### src/design/rhbp_pkg.sv
// Shared types, codes and constants for the RESP header and bulk-string parser.
package rhbp_pkg;

    // Length accumulator width: default, and the fixed width of the length port.
    localparam int LEN_BITS_DFLT = 32;
    localparam int LEN_OUT_W     = 32;

    // Configuration register indexes and reset values.
    localparam logic CFG_ARRAY_CODE = 1'b0;
    localparam logic CFG_BULK_CODE  = 1'b1;
    localparam logic [7:0] ARRAY_CODE_RST = 8'd42;  // '*'
    localparam logic [7:0] BULK_CODE_RST  = 8'd36;  // '$'

    // Framing characters.
    localparam logic [7:0] CH_CR   = 8'd13;
    localparam logic [7:0] CH_LF   = 8'd10;
    localparam logic [7:0] CH_ZERO = 8'd48;
    localparam logic [7:0] CH_NINE = 8'd57;

    // Result status codes.
    localparam logic [2:0] ST_PENDING  = 3'd0;
    localparam logic [2:0] ST_COUNT    = 3'd1;
    localparam logic [2:0] ST_LENGTH   = 3'd2;
    localparam logic [2:0] ST_PAYLOAD  = 3'd3;
    localparam logic [2:0] ST_COMPLETE = 3'd4;
    localparam logic [2:0] ST_ERROR    = 3'd5;

    typedef enum logic [5:0] {
        PH_IDLE    = 6'b000001,
        PH_DIGITS  = 6'b000010,
        PH_HDR_LF  = 6'b000100,
        PH_PAYLOAD = 6'b001000,
        PH_END_CR  = 6'b010000,
        PH_END_LF  = 6'b100000
    } phase_t;

    typedef struct packed {
        logic [7:0] data_byte;
        logic       func;
    } rhbp_item_t;

    typedef struct packed {
        logic [2:0]           status;
        logic [LEN_OUT_W-1:0] length_value;
        logic [7:0]           payload_byte;
    } rhbp_result_t;

endpackage

### src/design/rhbp_fsm.sv
// Parser state machine: header checks, decimal length accumulation, payload count.
module rhbp_fsm #(
    parameter int LEN_BITS = rhbp_pkg::LEN_BITS_DFLT
) (
    input  logic                  clk,
    input  logic                  rst_n,
    input  logic                  fire,
    input  rhbp_pkg::rhbp_item_t  item,
    input  logic [7:0]            array_code,
    input  logic [7:0]            bulk_code,
    output rhbp_pkg::rhbp_result_t result
);
    import rhbp_pkg::*;

    localparam int SUM_W = LEN_BITS + 4;

    phase_t              phase_reg, phase_next;
    logic                expect_bulk_reg, expect_bulk_next;
    logic [LEN_BITS-1:0] acc_reg, acc_next;
    logic                digit_seen_reg, digit_seen_next;
    logic [LEN_BITS-1:0] remain_reg, remain_next;

    logic [SUM_W-1:0]    acc_ext;
    logic [SUM_W-1:0]    acc_sum;
    logic                acc_ovf;
    logic                is_digit;
    logic [LEN_BITS-1:0] remain_dec;

    // acc * 10 + digit, with four guard bits to catch overflow
    assign acc_ext  = {4'b0000, acc_reg};
    assign acc_sum  = (acc_ext << 3) + (acc_ext << 1) + {{LEN_BITS{1'b0}}, item.data_byte[3:0]};
    assign acc_ovf  = |acc_sum[SUM_W-1:LEN_BITS];
    assign is_digit = item.data_byte inside {[CH_ZERO:CH_NINE]};
    assign remain_dec = (remain_reg != '0) ? remain_reg - 1'b1 : remain_reg;

    always_comb
    begin
        phase_next       = phase_reg;
        expect_bulk_next = expect_bulk_reg;
        acc_next         = acc_reg;
        digit_seen_next  = digit_seen_reg;
        remain_next      = remain_reg;
        result.status       = ST_PENDING;
        result.length_value = '0;
        result.payload_byte = '0;

        case (phase_reg)
            PH_IDLE:
            begin
                expect_bulk_next = item.func;
                if (item.data_byte == (item.func ? bulk_code : array_code))
                begin
                    phase_next      = PH_DIGITS;
                    acc_next        = '0;
                    digit_seen_next = 1'b0;
                end
                else
                begin
                    result.status = ST_ERROR;
                end
            end
            PH_DIGITS:
            begin
                if (is_digit)
                begin
                    if (acc_ovf)
                    begin
                        result.status = ST_ERROR;
                        phase_next    = PH_IDLE;
                    end
                    else
                    begin
                        acc_next        = acc_sum[LEN_BITS-1:0];
                        digit_seen_next = 1'b1;
                    end
                end
                else if (item.data_byte == CH_CR && digit_seen_reg)
                begin
                    phase_next = PH_HDR_LF;
                end
                else
                begin
                    result.status = ST_ERROR;
                    phase_next    = PH_IDLE;
                end
            end
            PH_HDR_LF:
            begin
                if (item.data_byte != CH_LF)
                begin
                    result.status = ST_ERROR;
                    phase_next    = PH_IDLE;
                end
                else if (expect_bulk_reg)
                begin
                    result.status       = ST_LENGTH;
                    result.length_value = LEN_OUT_W'(acc_reg);
                    remain_next         = acc_reg;
                    phase_next          = (acc_reg == '0) ? PH_END_CR : PH_PAYLOAD;
                end
                else
                begin
                    result.status       = ST_COUNT;
                    result.length_value = LEN_OUT_W'(acc_reg);
                    phase_next          = PH_IDLE;
                end
            end
            PH_PAYLOAD:
            begin
                result.status       = ST_PAYLOAD;
                result.payload_byte = item.data_byte;
                remain_next         = remain_dec;
                if (remain_dec == '0)
                begin
                    phase_next = PH_END_CR;
                end
            end
            PH_END_CR:
            begin
                if (item.data_byte == CH_CR)
                begin
                    phase_next = PH_END_LF;
                end
                else
                begin
                    result.status = ST_ERROR;
                    phase_next    = PH_IDLE;
                end
            end
            PH_END_LF:
            begin
                result.status = (item.data_byte == CH_LF) ? ST_COMPLETE : ST_ERROR;
                phase_next    = PH_IDLE;
            end
            default:
            begin
                result.status = ST_ERROR;
                phase_next    = PH_IDLE;
            end
        endcase
    end

    always_ff @(posedge clk or negedge rst_n)
    begin
        if (!rst_n)
        begin
            phase_reg       <= PH_IDLE;
            expect_bulk_reg <= 1'b0;
            acc_reg         <= '0;
            digit_seen_reg  <= 1'b0;
            remain_reg      <= '0;
        end
        else if (fire)
        begin
            phase_reg       <= phase_next;
            expect_bulk_reg <= expect_bulk_next;
            acc_reg         <= acc_next;
            digit_seen_reg  <= digit_seen_next;
            remain_reg      <= remain_next;
        end
    end

`ifndef ASSERT_OFF
    // payload phase always has bytes left to pass
    a_payload_remain: assert property (@(posedge clk) disable iff (!rst_n)
        phase_reg == PH_PAYLOAD |-> remain_reg != '0)
        else $error("payload phase with zero bytes remaining");

    // header CR is only taken after at least one digit
    a_hdr_digit: assert property (@(posedge clk) disable iff (!rst_n)
        phase_reg == PH_HDR_LF |-> digit_seen_reg)
        else $error("header LF phase without a digit");

    // a bulk length result always lands in payload or closing CR phase
    a_len_next: assert property (@(posedge clk) disable iff (!rst_n)
        fire && result.status == ST_LENGTH |=> phase_reg == PH_PAYLOAD || phase_reg == PH_END_CR)
        else $error("bad phase after bulk length");
`endif

endmodule

### src/design/resp_header_and_bulk_parser.sv
// Top level of the RESP array-header and bulk-string parser, one byte per transfer.
// A byte waits in the input stage until the parser steps and registers its result.
// One byte per cycle unless rsp_ready stalls; the only loop is the state update.
// Reset (rst_n low, async): parser idle awaiting a type byte, both stages empty,
// type codes back to '*' (array) and '$' (bulk).
module resp_header_and_bulk_parser #(
    parameter int LEN_BITS = rhbp_pkg::LEN_BITS_DFLT
) (
    input  logic        clk,
    input  logic        rst_n,
    // request channel: one stream byte per transfer
    input  logic        req_valid,
    output logic        req_ready,
    input  logic [7:0]  data_byte,
    input  logic        func,
    // response channel: one status per byte
    output logic        rsp_valid,
    input  logic        rsp_ready,
    output logic [2:0]  status,
    output logic [rhbp_pkg::LEN_OUT_W-1:0] length_value,
    output logic [7:0]  payload_byte,
    // configuration writes
    input  logic        cfg_we,
    input  logic        cfg_index,
    input  logic [7:0]  cfg_data
);
    import rhbp_pkg::*;

    logic [7:0]   array_code_reg;
    logic [7:0]   bulk_code_reg;

    // Input stage: holds one accepted byte until the parser steps on it.
    logic         s1_valid_reg;
    rhbp_item_t   s1_item_reg;
    logic         advance;

    // Result stage.
    logic         rsp_valid_reg;
    rhbp_result_t rsp_reg;
    rhbp_result_t step_result;

    // The parser steps when the input stage is full and the result register
    // is free or being drained this cycle.
    assign advance   = s1_valid_reg && (!rsp_valid_reg || rsp_ready);
    assign req_ready = !s1_valid_reg || advance;

    always_ff @(posedge clk or negedge rst_n)
    begin
        if (!rst_n)
        begin
            array_code_reg <= ARRAY_CODE_RST;
            bulk_code_reg  <= BULK_CODE_RST;
        end
        else if (cfg_we)
        begin
            case (cfg_index)
                CFG_ARRAY_CODE: array_code_reg <= cfg_data;
                CFG_BULK_CODE:  bulk_code_reg  <= cfg_data;
                default:        array_code_reg <= array_code_reg;
            endcase
        end
    end

    always_ff @(posedge clk or negedge rst_n)
    begin
        if (!rst_n)
        begin
            s1_valid_reg <= 1'b0;
        end
        else if (req_ready)
        begin
            s1_valid_reg <= req_valid;
        end
    end

    always_ff @(posedge clk)
    begin
        if (req_valid && req_ready)
        begin
            s1_item_reg.data_byte <= data_byte;
            s1_item_reg.func      <= func;
        end
    end

    rhbp_fsm #(
        .LEN_BITS (LEN_BITS)
    ) u_fsm (
        .clk        (clk),
        .rst_n      (rst_n),
        .fire       (advance),
        .item       (s1_item_reg),
        .array_code (array_code_reg),
        .bulk_code  (bulk_code_reg),
        .result     (step_result)
    );

    always_ff @(posedge clk or negedge rst_n)
    begin
        if (!rst_n)
        begin
            rsp_valid_reg <= 1'b0;
        end
        else if (advance)
        begin
            rsp_valid_reg <= 1'b1;
        end
        else if (rsp_ready)
        begin
            rsp_valid_reg <= 1'b0;
        end
    end

    always_ff @(posedge clk)
    begin
        if (advance)
        begin
            rsp_reg <= step_result;
        end
    end

    assign rsp_valid    = rsp_valid_reg;
    assign status       = rsp_reg.status;
    assign length_value = rsp_reg.length_value;
    assign payload_byte = rsp_reg.payload_byte;

`ifndef ASSERT_OFF
    // length is only reported with a count or length status
    a_len_zero: assert property (@(posedge clk) disable iff (!rst_n)
        rsp_valid && status != ST_COUNT && status != ST_LENGTH |-> length_value == '0)
        else $error("length_value set with wrong status");

    // payload byte is only reported with a payload status
    a_pay_zero: assert property (@(posedge clk) disable iff (!rst_n)
        rsp_valid && status != ST_PAYLOAD |-> payload_byte == '0)
        else $error("payload_byte set with wrong status");

    // a stalled input stage keeps its byte until the parser steps
    a_s1_hold: assert property (@(posedge clk) disable iff (!rst_n)
        s1_valid_reg && !advance |=> s1_valid_reg && $stable(s1_item_reg))
        else $error("input stage lost a byte");

    // a byte that steps the parser always yields a registered result
    a_step_out: assert property (@(posedge clk) disable iff (!rst_n)
        advance |=> rsp_valid_reg)
        else $error("parser step without a result");
`endif

endmodule

### config.mk
export PLATFORM = sky130hd
export DESIGN_NAME = resp_header_and_bulk_parser
export DESIGN_NICKNAME = d
export VERILOG_FILES = /design/src/design/rhbp_pkg.sv /design/src/design/rhbp_fsm.sv /design/src/design/resp_header_and_bulk_parser.sv
export SDC_FILE = /design/constraint.sdc
export NUM_CORES = 1
export LEC_CHECK = 0
export BUFFER_PORTS_ARGS = -buffer_cell sky130_fd_sc_hd__buf_2
export CORE_ASPECT_RATIO = 1.25
export CORE_UTILIZATION = 35
export DETAILED_ROUTE_END_ITERATION = 6
export PLACE_DENSITY = 0.61
export SLEW_MARGIN = 20
export SYNTH_ARGS = -nofsm -noshare
export SYNTH_HDL_FRONTEND = slang
export SYNTH_HIERARCHICAL = 1
export SYNTH_SLANG_ARGS = --single-unit
### constraint.sdc
create_clock -name clk -period 3.8 [get_ports clk]
set_input_delay 0.76 -clock clk [delete_from_list [all_inputs] [get_ports clk]]
set_output_delay 0.76 -clock clk [all_outputs]
set_load 0.02 [all_outputs]
==> qor.log <==
[synthesis] Distinct cells, synth 82
[worst_setup_path] r2r worst-path depth 14
[power] total power consumption of the routed design 5.51 mW
[global_route] initial antenna violation count 0
[global_route] pin count of the biggest net entering global routing 46
[floorplan] area of the core 26,200 um^2
[clock_network] clock root cell sky130_fd_sc_hd__clkbuf_16
[synthesis] main area contributors after synthesis sky130_fd_sc_hd__dfrtp_1 (22%), sky130_fd_sc_hd__edfxtp_1 (17%), sky130_fd_sc_hd__ha_1 (8.7%), sky130_fd_sc_hd__mux2i_1 (4.2%), sky130_fd_sc_hd__a21oi_1 (4.0%)
[worst_setup_path] endpoint kind of the worst setup timing path register
[sta] highest clock rate 0.275 GHz
[global_route] overall track demand over capacity in global routing 19.9%
[final_layout] ratio of cells with drive above 1 in the final layout 18.8%
[sta] Tmin final 3640 ps
[clock_network] cts bufs inserted 17
[synthesis] sequential element share of the synthesized area 40.7%
[sta] fin crit share 95.7%
[floorplan] number of ports placed on the die boundary 68
[clock_network] maximum clock path buffer count 2
[final_layout] Layout Area Growth over Synthesis 18.1%
[final_layout] number of nets in the layout 1,164
[sta] transition time at the pin with the least slew margin 667 ps
[drt] violation count after the first detailed-route iteration 436
[synthesis] netlist area before placement 9400 um^2
[flow_run] Max-cap violations 0
[synthesis] Most used DFF post-synth sky130_fd_sc_hd__dfrtp_1
[clock_network] cts hold-fix bufs 0
[run_status] status complete, no violations
[worst_setup_path] register-to-register setup slack 160 ps
[floorplan] die extent in x 149 um
[drt] remaining antenna violation count 0
[floorplan] Die Area 27,500 um^2
[synthesis] number of synthesized flops with an enable pin 52
[synthesis] Ys Warns 6
[sta] skew final 8.17 ps
[placed_design] count of input and output buffers 67
[worst_setup_path] category of the critical setup timing path reg -> reg
[drt] First-pass DRT Iterations 5
[sta] hold violation total from the final report 0
[sta] worst rel slew slack 55.4%
[clock_network] sink count of the clock tree 142
[clock_network] TritonCTS clock tree yes
[sta] Final Max Slew Viols 0
[final_layout] area occupied by registers 3820 um^2
[power] leakage component of the power 4.75 nW
[synthesis] cell count after synthesis 979
[synthesis] synthesis-stage register bit count 142
[synthesis] async set or reset register ratio after synthesis 63.4%
[floorplan] number of rows in the core area 66
[final_layout] layout filler cell count 2,540
[worst_setup_path] arrival time reported for the critical path endpoint 3950 ps
[clock_network] total number of H-tree levels 4
[power] maximum vdd ir drop 344 uV
[synthesis] leading cell types by count after synthesis sky130_fd_sc_hd__nand2_1 (93), sky130_fd_sc_hd__dfrtp_1 (84), sky130_fd_sc_hd__a21oi_1 (76)
[sta] setup violators final 0
[worst_setup_path] top fanout value on the critical path 3
[floorplan] y dimension of the die 185 um
[synthesis] cell type with the highest aggregate area in the netlist sky130_fd_sc_hd__dfrtp_1
[min_path] kind of path behind the tightest hold check in -> async
[worst_setup_path] startpoint of the worst-slack reg-to-reg timing path s1_item_reg[4]$_DFFE_PP_
[drt] number of design rule violations left after detail routing 0
[synthesis] Net Count, Synth 1,069
[final_layout] area of the multi-input gates 5340 um^2
[clock_network] clock transition at the registers of the reported paths 60 ps
[final_layout] diode count 0
[global_route] total overflow reported by the global router 0
[synthesis] top-count cell post-synth sky130_fd_sc_hd__nand2_1
[synthesis] top-area cell type share of the netlist area 22.4%
[synthesis] Synth Area per Inst 9.60 um^2
[drt] DR vias/cell 5.61
[sta] worst slack on hold paths 252 ps
[drt] via count 7,999
[power] total power per unit cell area 496 nW/um^2
[worst_setup_path] startpoint class of the critical path register
[placed_design] dpl hpwl 19.7 mm
[drt] Routed WL 26.4 mm
[clock_network] clock latency at the later pin of the worst-skew pair 430 ps
[floorplan] starting utilization of the core area 35.9%
[global_route] first-pass GRT wire length 41.9 mm
[global_route] number of global-route vias before repair 7,800
[worst_setup_path] WP data required 4110 ps
[sta] accumulated negative setup slack 0 ps
[drt] routed wire length per instance 18.5 um
[worst_setup_path] capturing point of the worst reg2reg path u_fsm/acc_reg[2]$_DFFE_PN0P_
[placed_design] final weighted congestion of routability-driven global placement 0.919
-- where the power goes --
group	internal, mW	switching [mW]
logic	0.586	0.971
clock network	1.17	0.685
registers	1.83	0.259
total	3.59	1.92
-- metrics by stage --
stage               setup slack, ps  util (%)  instances  area (um^2)
detailed placement            0.861      39.7       1394        10400
CTS                            64.0      42.2       1426        11000
global placement                107      39.7       1394        10400
floorplan                       284         -        979         9400
finish                          164      42.4       1427        11100
global route                  -2.11      42.4       1427        11100
-- cell families after synthesis --
family / after synthesis / share of synthesized area (%)
buffers and inverters: 71 / 3.13
AND/OR/NAND/NOR: 343 / 19.0
multiplexers: 62 / 6.91
AO/OA/AOI/OAI: 256 / 17.6
flip-flops: 142 / 40.7
adder cells (fa/ha/maj): 67 / 9.08
XOR/XNOR: 38 / 3.54
-- layer usage --
metal | global-route usage, % | routed length [um] | up-vias
li1 | - | - | 3853
met1 | 24.8 | 11600 | 3909
met2 | 34.0 | 13100 | 190
met3 | 2.61 | 891 | 47
met4 | 9.20 | 814 | 0
met5 | 0 | 0 | -
-- placed cells by master, fill, tap and decap left out, types with 20 or more instances in the layout --
| cell type | count |
|---|---|
| sky130_fd_sc_hd__nand2_1 | 93 |
| sky130_fd_sc_hd__edfxtp_1 | 52 |
| sky130_fd_sc_hd__buf_4 | 53 |
| sky130_fd_sc_hd__nor4_1 | 22 |
| sky130_fd_sc_hd__dfrtp_1 | 84 |
| sky130_fd_sc_hd__inv_1 | 25 |
| sky130_fd_sc_hd__nor2_1 | 66 |
| sky130_fd_sc_hd__buf_2 | 66 |
| sky130_fd_sc_hd__xor2_1 | 20 |
| sky130_fd_sc_hd__mux2i_1 | 39 |
| sky130_fd_sc_hd__o21ai_0 | 54 |
| sky130_fd_sc_hd__and2_1 | 41 |
| sky130_fd_sc_hd__ha_1 | 65 |
| sky130_fd_sc_hd__nor3_1 | 31 |
| sky130_fd_sc_hd__a21oi_1 | 76 |
-- how the worst max path moves through the flow --
stage	startpoint	end	depth (start not counted)
floorplan	s1_item_reg[4]$_DFFE_PP_	u_fsm/acc_reg[0]$_DFFE_PN0P_	12
global placement	s1_item_reg[4]$_DFFE_PP_	u_fsm/acc_reg[24]$_DFFE_PN0P_	13
detailed placement	s1_item_reg[4]$_DFFE_PP_	u_fsm/acc_reg[13]$_DFFE_PN0P_	13
CTS	s1_item_reg[4]$_DFFE_PP_	u_fsm/acc_reg[13]$_DFFE_PN0P_	13
global route	s1_item_reg[4]$_DFFE_PP_	u_fsm/acc_reg[2]$_DFFE_PN0P_	14
finish	s1_item_reg[4]$_DFFE_PP_	u_fsm/acc_reg[2]$_DFFE_PN0P_	14
-- critical path: stages, from the launching register on --
cell and delay (ps):
sky130_fd_sc_hd__edfxtp_1 350, sky130_fd_sc_hd__inv_1 70, sky130_fd_sc_hd__fa_1 550, sky130_fd_sc_hd__inv_2 60, sky130_fd_sc_hd__ha_1 320, sky130_fd_sc_hd__a211oi_2 320, sky130_fd_sc_hd__o21ai_1 150, sky130_fd_sc_hd__a211o_1 300
sky130_fd_sc_hd__a21o_1 160, sky130_fd_sc_hd__nand2_1 120, sky130_fd_sc_hd__o22ai_1 150, sky130_fd_sc_hd__buf_4 170, sky130_fd_sc_hd__nor4_4 260, sky130_fd_sc_hd__buf_4 200, sky130_fd_sc_hd__mux2_1 320
-- area by class of cell --
class	count	share of cell area (%)
sequential	142	34.4
multi-input combinational	766	48.1
inverter	26	0.880
clock buffer	20	3.94
timing repair buffer	121	6.88
clock inverter	12	1.89
tap	340	3.83
-- what timing repair did --
item,4_1_cts,5_1_grt
endpoints found under the setup margin,5,36
hold endpoints to repair,0,0
setup buffers,0,1
pin swaps,0,3
gates resized for setup,1,14
No activity file was read; power rests on OpenSTA's default activity.
